===== src/rtl/fpa_pkg.sv =====
// ----------------------------------------------------------------------------
// fpa_pkg
// Shared types and constants for the signed fixed-point ALU.
// ----------------------------------------------------------------------------
package fpa_pkg;

  localparam int unsigned FRAC_BITS_DEF = 8;
  localparam int unsigned WORD_BITS_DEF = 32;
  localparam int unsigned FIELD_W       = 32;  // width of each data field on the ports
  localparam int unsigned CMD_W         = 4;

  typedef enum logic [CMD_W-1:0] {
    CMD_ADD      = 4'd0,
    CMD_SUB      = 4'd1,
    CMD_MUL      = 4'd2,
    CMD_DIV      = 4'd3,
    CMD_LT       = 4'd4,
    CMD_LE       = 4'd5,
    CMD_GT       = 4'd6,
    CMD_GE       = 4'd7,
    CMD_EQ       = 4'd8,
    CMD_NE       = 4'd9,
    CMD_MIN      = 4'd10,
    CMD_MAX      = 4'd11,
    CMD_INC      = 4'd12,
    CMD_DEC      = 4'd13,
    CMD_TO_INT   = 4'd14,
    CMD_FROM_INT = 4'd15
  } cmd_e;

  // per-beat status carried down the pipe
  typedef struct packed {
    logic cmp;     // comparison holds
    logic of;      // saturated
    logic dz;      // divide by zero
    logic is_div;  // divider result still to be finished
    logic presat;  // quotient known to exceed the word before any step
    logic neg;     // sign of the divider result
  } flags_t;

endpackage


===== src/rtl/fpa_div_stage.sv =====
// ----------------------------------------------------------------------------
// fpa_div_stage
// One pipeline stage of the restoring divider: two quotient bits per beat.
// ----------------------------------------------------------------------------
module fpa_div_stage #(
  parameter int unsigned OPW  = 32,
  parameter int unsigned BASE = 0
) (
  input  logic               clk_i,
  input  logic               rst_ni,
  input  logic               valid_i,
  output logic               ready_o,
  output logic               valid_o,
  input  logic               ready_i,
  input  logic [OPW-1:0]     r_i,
  input  fpa_pkg::flags_t    fl_i,
  input  logic [OPW-1:0]     d_i,
  input  logic [OPW-1:0]     rem_i,
  input  logic [OPW-1:0]     q_i,
  input  logic [OPW-1:0]     low_i,
  output logic [OPW-1:0]     r_o,
  output fpa_pkg::flags_t    fl_o,
  output logic [OPW-1:0]     d_o,
  output logic [OPW-1:0]     rem_o,
  output logic [OPW-1:0]     q_o,
  output logic [OPW-1:0]     low_o
);

  localparam int unsigned STEPS = 2;

  logic                  v_q;
  logic                  en;
  logic [OPW-1:0]        r_q, d_q, rem_q, q_q, low_q;
  fpa_pkg::flags_t       fl_q;
  logic [OPW-1:0]        rem_d, q_d, low_d;

  assign en      = !v_q || ready_i;
  assign ready_o = en;

  always_comb begin
    logic [OPW:0] trial;
    rem_d = rem_i;
    q_d   = q_i;
    low_d = low_i;
    trial = '0;
    for (int j = 0; j < STEPS; j++) begin
      if (BASE + j < OPW) begin
        trial = {rem_d, low_d[OPW-1]} - {1'b0, d_i};
        if (!trial[OPW]) begin
          rem_d = trial[OPW-1:0];
          q_d   = {q_d[OPW-2:0], 1'b1};
        end else begin
          rem_d = {rem_d[OPW-2:0], low_d[OPW-1]};
          q_d   = {q_d[OPW-2:0], 1'b0};
        end
        low_d = {low_d[OPW-2:0], 1'b0};
      end
    end
  end

  always_ff @(posedge clk_i or negedge rst_ni) begin
    if (!rst_ni) begin
      v_q <= 1'b0;
    end else if (en) begin
      v_q <= valid_i;
    end
  end

  always_ff @(posedge clk_i) begin
    if (en) begin
      r_q   <= r_i;
      fl_q  <= fl_i;
      d_q   <= d_i;
      rem_q <= rem_d;
      q_q   <= q_d;
      low_q <= low_d;
    end
  end

  assign valid_o = v_q;
  assign r_o     = r_q;
  assign fl_o    = fl_q;
  assign d_o     = d_q;
  assign rem_o   = rem_q;
  assign q_o     = q_q;
  assign low_o   = low_q;

endmodule


===== config.mk =====
export PLATFORM = sky130hd
export DESIGN_NAME = fpa_div_stage
export DESIGN_NICKNAME = d
export VERILOG_FILES = /design/src/rtl/fpa_pkg.sv /design/src/rtl/fpa_div_stage.sv
export SDC_FILE = /design/constraint.sdc
export NUM_CORES = 1
export LEC_CHECK = 0
export ABC_AREA = 1
export BUFFER_PORTS_ARGS = -buffer_cell sky130_fd_sc_hd__buf_2
export CAP_MARGIN = 20
export CORE_AREA = 3 3 147 149
export DETAILED_ROUTE_END_ITERATION = 16
export DIE_AREA = 0 0 150 152
export HOLD_SLACK_MARGIN = 0.08
export PLACE_DENSITY_LB_ADDON = 0.15
export SYNTH_ARGS = -nofsm -noshare
export SYNTH_HDL_FRONTEND = slang
export SYNTH_SLANG_ARGS = --single-unit

===== constraint.sdc =====
create_clock -name clk_i -period 5 [get_ports clk_i]
set_input_delay 0.5 -clock clk_i [delete_from_list [all_inputs] [get_ports clk_i]]
set_output_delay 0.5 -clock clk_i [all_outputs]
set_load 0.1 [all_outputs]

* Word level (Yosys, flattened, before mapping)
Index checks and enable logic that the tools add are counted.
** Cells by class
- Reductions and logical operators :: 2
- Mux-type cells :: 4
- Add/sub/neg operators :: 2
** Operator list (number)
- subtractor 33 x 32 -> 33 bit :: 2
- 2-to-1 mux 32 bit :: 2
- 2-to-1 mux 1 bit :: 2
- zero test 1 bit :: 1
- logical OR 1 bit :: 1
** Storage, ports and cells
- Flip-flop bits (word level) :: 165

* Logic depth before layout (Yosys ltp)
- Depth in word-level cells :: 4
- Gate-level depth with buffers :: 30

* Worst setup path before layout
OpenSTA, ideal clock, no wires.
- Kind :: register to register
- From :: reg v_q (netlist: valid_o)
- To :: reg d_q[0] (netlist: d_o[0]), enable pin
- Data required time :: 3.448 ns
- Stages on the path, launching flop included :: 2
- Slack :: -0.972 ns
- Setup time :: 1.552 ns
- Clock period less this slack :: 5.972 ns
- Arrival :: 4.420 ns
- Cells stage by stage :: dfrtp_1 nand2_1
** Between the ends
- Word-level cells in the longest chain between the ends :: 2
** Ends and longest elaborated chain
- start: declaration :: line fpa_div_stage.sv:31 : logic v_q;
- start signal: assignment :: line fpa_div_stage.sv:65 : v_q <= valid_i;
- zero test 1 bit :: line fpa_div_stage.sv:37 : assign en = !v_q || ready_i;
- logical OR 1 bit :: line fpa_div_stage.sv:37
- named net ready_o :: line fpa_div_stage.sv:12 : output logic ready_o,
- end signal: assignment :: line fpa_div_stage.sv:73 : d_q <= d_i;
- end: declaration :: line fpa_div_stage.sv:33 : logic [OPW-1:0] r_q, d_q, rem_q, q_q, low_q;
The timed path passes the listed nets, and every way through them passes these cells.
A chain may end at the register's enable or synchronous reset.

* Worst setup path after layout
- From :: in low_i[31]
- To :: reg rem_q[29] (netlist: rem_o[29]), data pin
** Between the ends
- Word-level cells in the longest chain between the ends :: 4
** Ends and longest elaborated chain
- start: declaration :: line fpa_div_stage.sv:20 : input logic [OPW-1:0] low_i,
- subtractor 33 x 32 -> 33 bit :: line fpa_div_stage.sv:48 : trial = {rem_d, low_d[OPW-1]} - {1'b0, d_i};
- 2-to-1 mux 32 bit (*) :: line fpa_div_stage.sv:49 : if (!trial[OPW]) begin
- subtractor 33 x 32 -> 33 bit :: line fpa_div_stage.sv:48
- 2-to-1 mux 32 bit (*) :: line fpa_div_stage.sv:49
- named net rem_d[29] :: line fpa_div_stage.sv:35 : logic [OPW-1:0] rem_d, q_d, low_d;
- end signal: assignment :: line fpa_div_stage.sv:74 : rem_q <= rem_d;
- end: declaration :: line fpa_div_stage.sv:33
The timed path passes the listed nets; every way through them passes the cells marked *.

==> out/results.ini <==
[global_route]
grt_start_max_net_pins = 95
grt-ovfl-total = 0
via_count_of_the_first_global_routing_pass = 9283
globalRouteTotalUtil_pct = 27.7
antenna_found_initial = 3
first_pass_grt_wire_length_mm = 49.1

[timing]
finalHoldViolations = 0
finalSetupTns_ns = 0
fmax_mhz = 223
min_period_over_period_pct = 89.8
timing.slew.headroom_pct = 42.7
final.setup.worst_slack_ns = 0.512
setup_violations = 0
fin_worst_skew_ns = 0.0117
fin_crit_ns = 4.49
report.final.slew_viol_count = 0
worst-slew-pin-transition_ns = 0.859
rsz_0062_raised_after_global_routing = false

[critical_path]
critPathArrivalTime_ns = 4.65
crit_slowest_cell = sky130_fd_sc_hd__fa_1
cpMostUsedCell = sky130_fd_sc_hd__nand2_1
crit_fanout = 33
regToRegSetupSlack_ns = 2.72
critical_path.endpoint_type = flop
required_worst_endpoint_ns = 5.17
start_kind = input port
timing.critical_path.slowest_cell_delay_ns = 0.45
setup_cp_type = input port to flop

[synthesis]
synth-warning-count = 0
synth_cell_types = 38
synth-seq-cells = 165
syn_inst = 1214
synth-seq-area-share_pct = 46.9
post_synthesis_average_cell_area_um2 = 8.70
synth-edff-count = 164
synth_top_family_by_area = simple AND/OR/NAND/NOR gates
yosys.area_share.xor_xnor_pct = 3.07
post_synth_instance_area_um2 = 10600
multiplexer_share_of_the_synthesized_area_pct = 0
synth-adder-area-share_pct = 7.96
synth_flop_type = sky130_fd_sc_hd__edfxtp_1
post_synth_main_area_contributors = sky130_fd_sc_hd__edfxtp_1, sky130_fd_sc_hd__nand2_1, sky130_fd_sc_hd__ha_1
async_reset_ff_share_pct = 0.606
synth-compound-area-share_pct = 6.56
synth_top_area_cell = sky130_fd_sc_hd__edfxtp_1
synth_simple_gate_area_share_pct = 28.1
synth_top_area_share_pct = 46.6

[floorplan]
floorplan.core_area_um2 = 20300
dieWidth_um = 150
initial_core_util_pct = 52.0
num_rows = 52
total_die_area_um2 = 22800
die_y_um = 152
ioPinCount = 338

[min_path]
hold_path_class = input port to flop

[routing]
drt_wl_total_mm = 32.3
detail-route-antenna-nets = 0
detail_route.vias_per_cell = 5.19
drt_drc_violations_left = 0
initialDrtViolationCount = 747
vias = 9620
routed_wire_per_std_cell_um = 17.4
drt-pass1-iter-count = 7

[final_layout]
layout-drive-gt1-share_pct = 28.2
fillCellCount = 1782
area_growth_syn_to_layout_pct = 25.2
sequential_cell_area_um2 = 4950
fin_nets = 1804
multiInputGateArea_um2 = 4840

[clocking]
cts.repair.resized = 0
cts.path.max_buffers = 2
post-cts-setup-buffers = 0
tritoncts.num_buffers = 17
h-tree-depth = 4
tritoncts = built
insertion_delay_ns = 0.42
worst_setup_hold_path_clk_slew_ns = 0.08
numClockSinks = 165
cts_hold_buf = 1
cts_root_buf = sky130_fd_sc_hd__clkbuf_16

[pwr]
leakagePower_nw = 6.63
max_ir_drop_vdd_uv = 287
total_power_per_unit_cell_area_nw_per_um2 = 472

[run_status]
status = finished clean

[placed_design]
placement.io_buffers = 333
detailedPlacementHpwl_mm = 26.1
preCtsSetupSlack_ns = 0.192
place.gp.congestion = 0.959

[flow_run]
cap_violations = 0

## metrics by stage
step	utilization (%)	power, W	hold WS, ns	instance area [um^2]	std cells
floorplan	-	0.00436	0.204	10600	1215
global placement	62.2	0.00494	0.276	12600	1818
detailed placement	62.2	0.00497	0.276	12600	1818
CTS	65.1	0.00626	0.220	13200	1851
global route	65.1	0.00654	0.222	13200	1852
finish	65.2	0.00624	0.239	13200	1853
## cell type report
cell class | count | share of cell area, %
sequential | 165 | 37.4
multi-input combinational | 872 | 36.6
timing repair buffer | 353 | 14.4
inverter | 159 | 4.51
clock buffer | 17 | 3.22
tap | 270 | 2.55
clock inverter | 15 | 1.20
antenna | 2 | 0.0378
## state kept, by name, summed over array words and instances, names as in the netlist
name / flops
d_o: 32
q_o: 32
r_o: 32
rem_o: 32
low_o: 30
fl_o: 6
valid_o: 1
## path summary, 6_finish.rpt
kind / to / depth (start not counted) / startpoint
worst max register to register: q_o[26]$_DFFE_PP_ / 2 / valid_o$_DFFE_PN0P_
worst max-delay path: rem_o[29]$_DFFE_PP_ / 29 / low_i[31]
worst min-delay path: r_o[30]$_DFFE_PP_ / 1 / r_i[30]
worst min register to register: valid_o$_DFFE_PN0P_ / 2 / valid_o$_DFFE_PN0P_
max in group asynchronous: valid_o$_DFFE_PN0P_ / 2 / rst_ni
min in group asynchronous: valid_o$_DFFE_PN0P_ / 2 / rst_ni
## synthesized netlist by cell type, types with 4 or more instances
library cell and instances:
sky130_fd_sc_hd__a21o_1 5, sky130_fd_sc_hd__a21oi_1 64, sky130_fd_sc_hd__buf_4 8, sky130_fd_sc_hd__buf_6 7, sky130_fd_sc_hd__edfxtp_1 164, sky130_fd_sc_hd__ha_1 64
sky130_fd_sc_hd__inv_1 155, sky130_fd_sc_hd__inv_2 4, sky130_fd_sc_hd__nand2_1 376, sky130_fd_sc_hd__nand2_2 7, sky130_fd_sc_hd__nand2_4 6, sky130_fd_sc_hd__nand3_1 81
sky130_fd_sc_hd__nand3_2 30, sky130_fd_sc_hd__nand3_4 4, sky130_fd_sc_hd__nand3b_1 11, sky130_fd_sc_hd__nand4_1 10, sky130_fd_sc_hd__nor2_1 96, sky130_fd_sc_hd__nor3_1 9
sky130_fd_sc_hd__o21ai_0 31, sky130_fd_sc_hd__o21ai_1 11, sky130_fd_sc_hd__o21bai_1 8, sky130_fd_sc_hd__xnor2_1 16, sky130_fd_sc_hd__xor2_1 21
## cells in the final DEF, fill, tap and decap left out, types with 3 or more instances in the layout
cell,count
sky130_fd_sc_hd__nor2_1,96
sky130_fd_sc_hd__nor3_1,9
sky130_fd_sc_hd__a21o_1,5
sky130_fd_sc_hd__edfxtp_1,164
sky130_fd_sc_hd__inv_2,4
sky130_fd_sc_hd__xnor2_1,16
sky130_fd_sc_hd__nand2_2,7
sky130_fd_sc_hd__o21a_1,3
sky130_fd_sc_hd__nand3_1,81
sky130_fd_sc_hd__nand2_1,375
sky130_fd_sc_hd__buf_12,7
sky130_fd_sc_hd__o21ai_1,11
sky130_fd_sc_hd__o21bai_1,8
sky130_fd_sc_hd__nor4_1,3
sky130_fd_sc_hd__xor2_1,21
sky130_fd_sc_hd__inv_8,7
sky130_fd_sc_hd__nand4_1,10
sky130_fd_sc_hd__a21oi_1,64
sky130_fd_sc_hd__buf_4,12
sky130_fd_sc_hd__ha_1,64
sky130_fd_sc_hd__o21ai_0,31
sky130_fd_sc_hd__inv_1,155
sky130_fd_sc_hd__nand2_8,4
sky130_fd_sc_hd__clkinv_4,4
sky130_fd_sc_hd__nand3_4,4
sky130_fd_sc_hd__nand3b_1,11
sky130_fd_sc_hd__buf_2,333
sky130_fd_sc_hd__clkbuf_16,17
sky130_fd_sc_hd__nand3_2,30
sky130_fd_sc_hd__nand2_4,6
## power by group
part           internal, W  switching (W)  total, W
clock             0.000669       0.000610   0.00128
sequential         0.00177      0.0000406   0.00181
combinational     0.000700        0.00245   0.00315
## logic make-up (layout without fill, tap and decap cells)
family	Yosys count	after routing
and+or+nand+nor	641	641
buffers and inverters	178	544
DFF	165	165
AOI/OAI and AO/OA	126	126
adders and majority gates	66	66
xor gates and xnor gates	37	37
other	1	4
## critical path: cells and delay by family
family	cells	cell delay (ns)
simple gates	19	1.97
compound gates	2	0.65
fa+ha+maj	3	1.00
buf+inv	5	0.49
## per-layer routing
metal	wire [um]	track usage [%]	up-vias
met3	2750	4.65	65
met1	12700	35.3	4364
li1	-	-	4747
met5	13	0	-
met2	15800	47.2	442
met4	1100	10.3	2
Power figures use the tool's default switching activity.
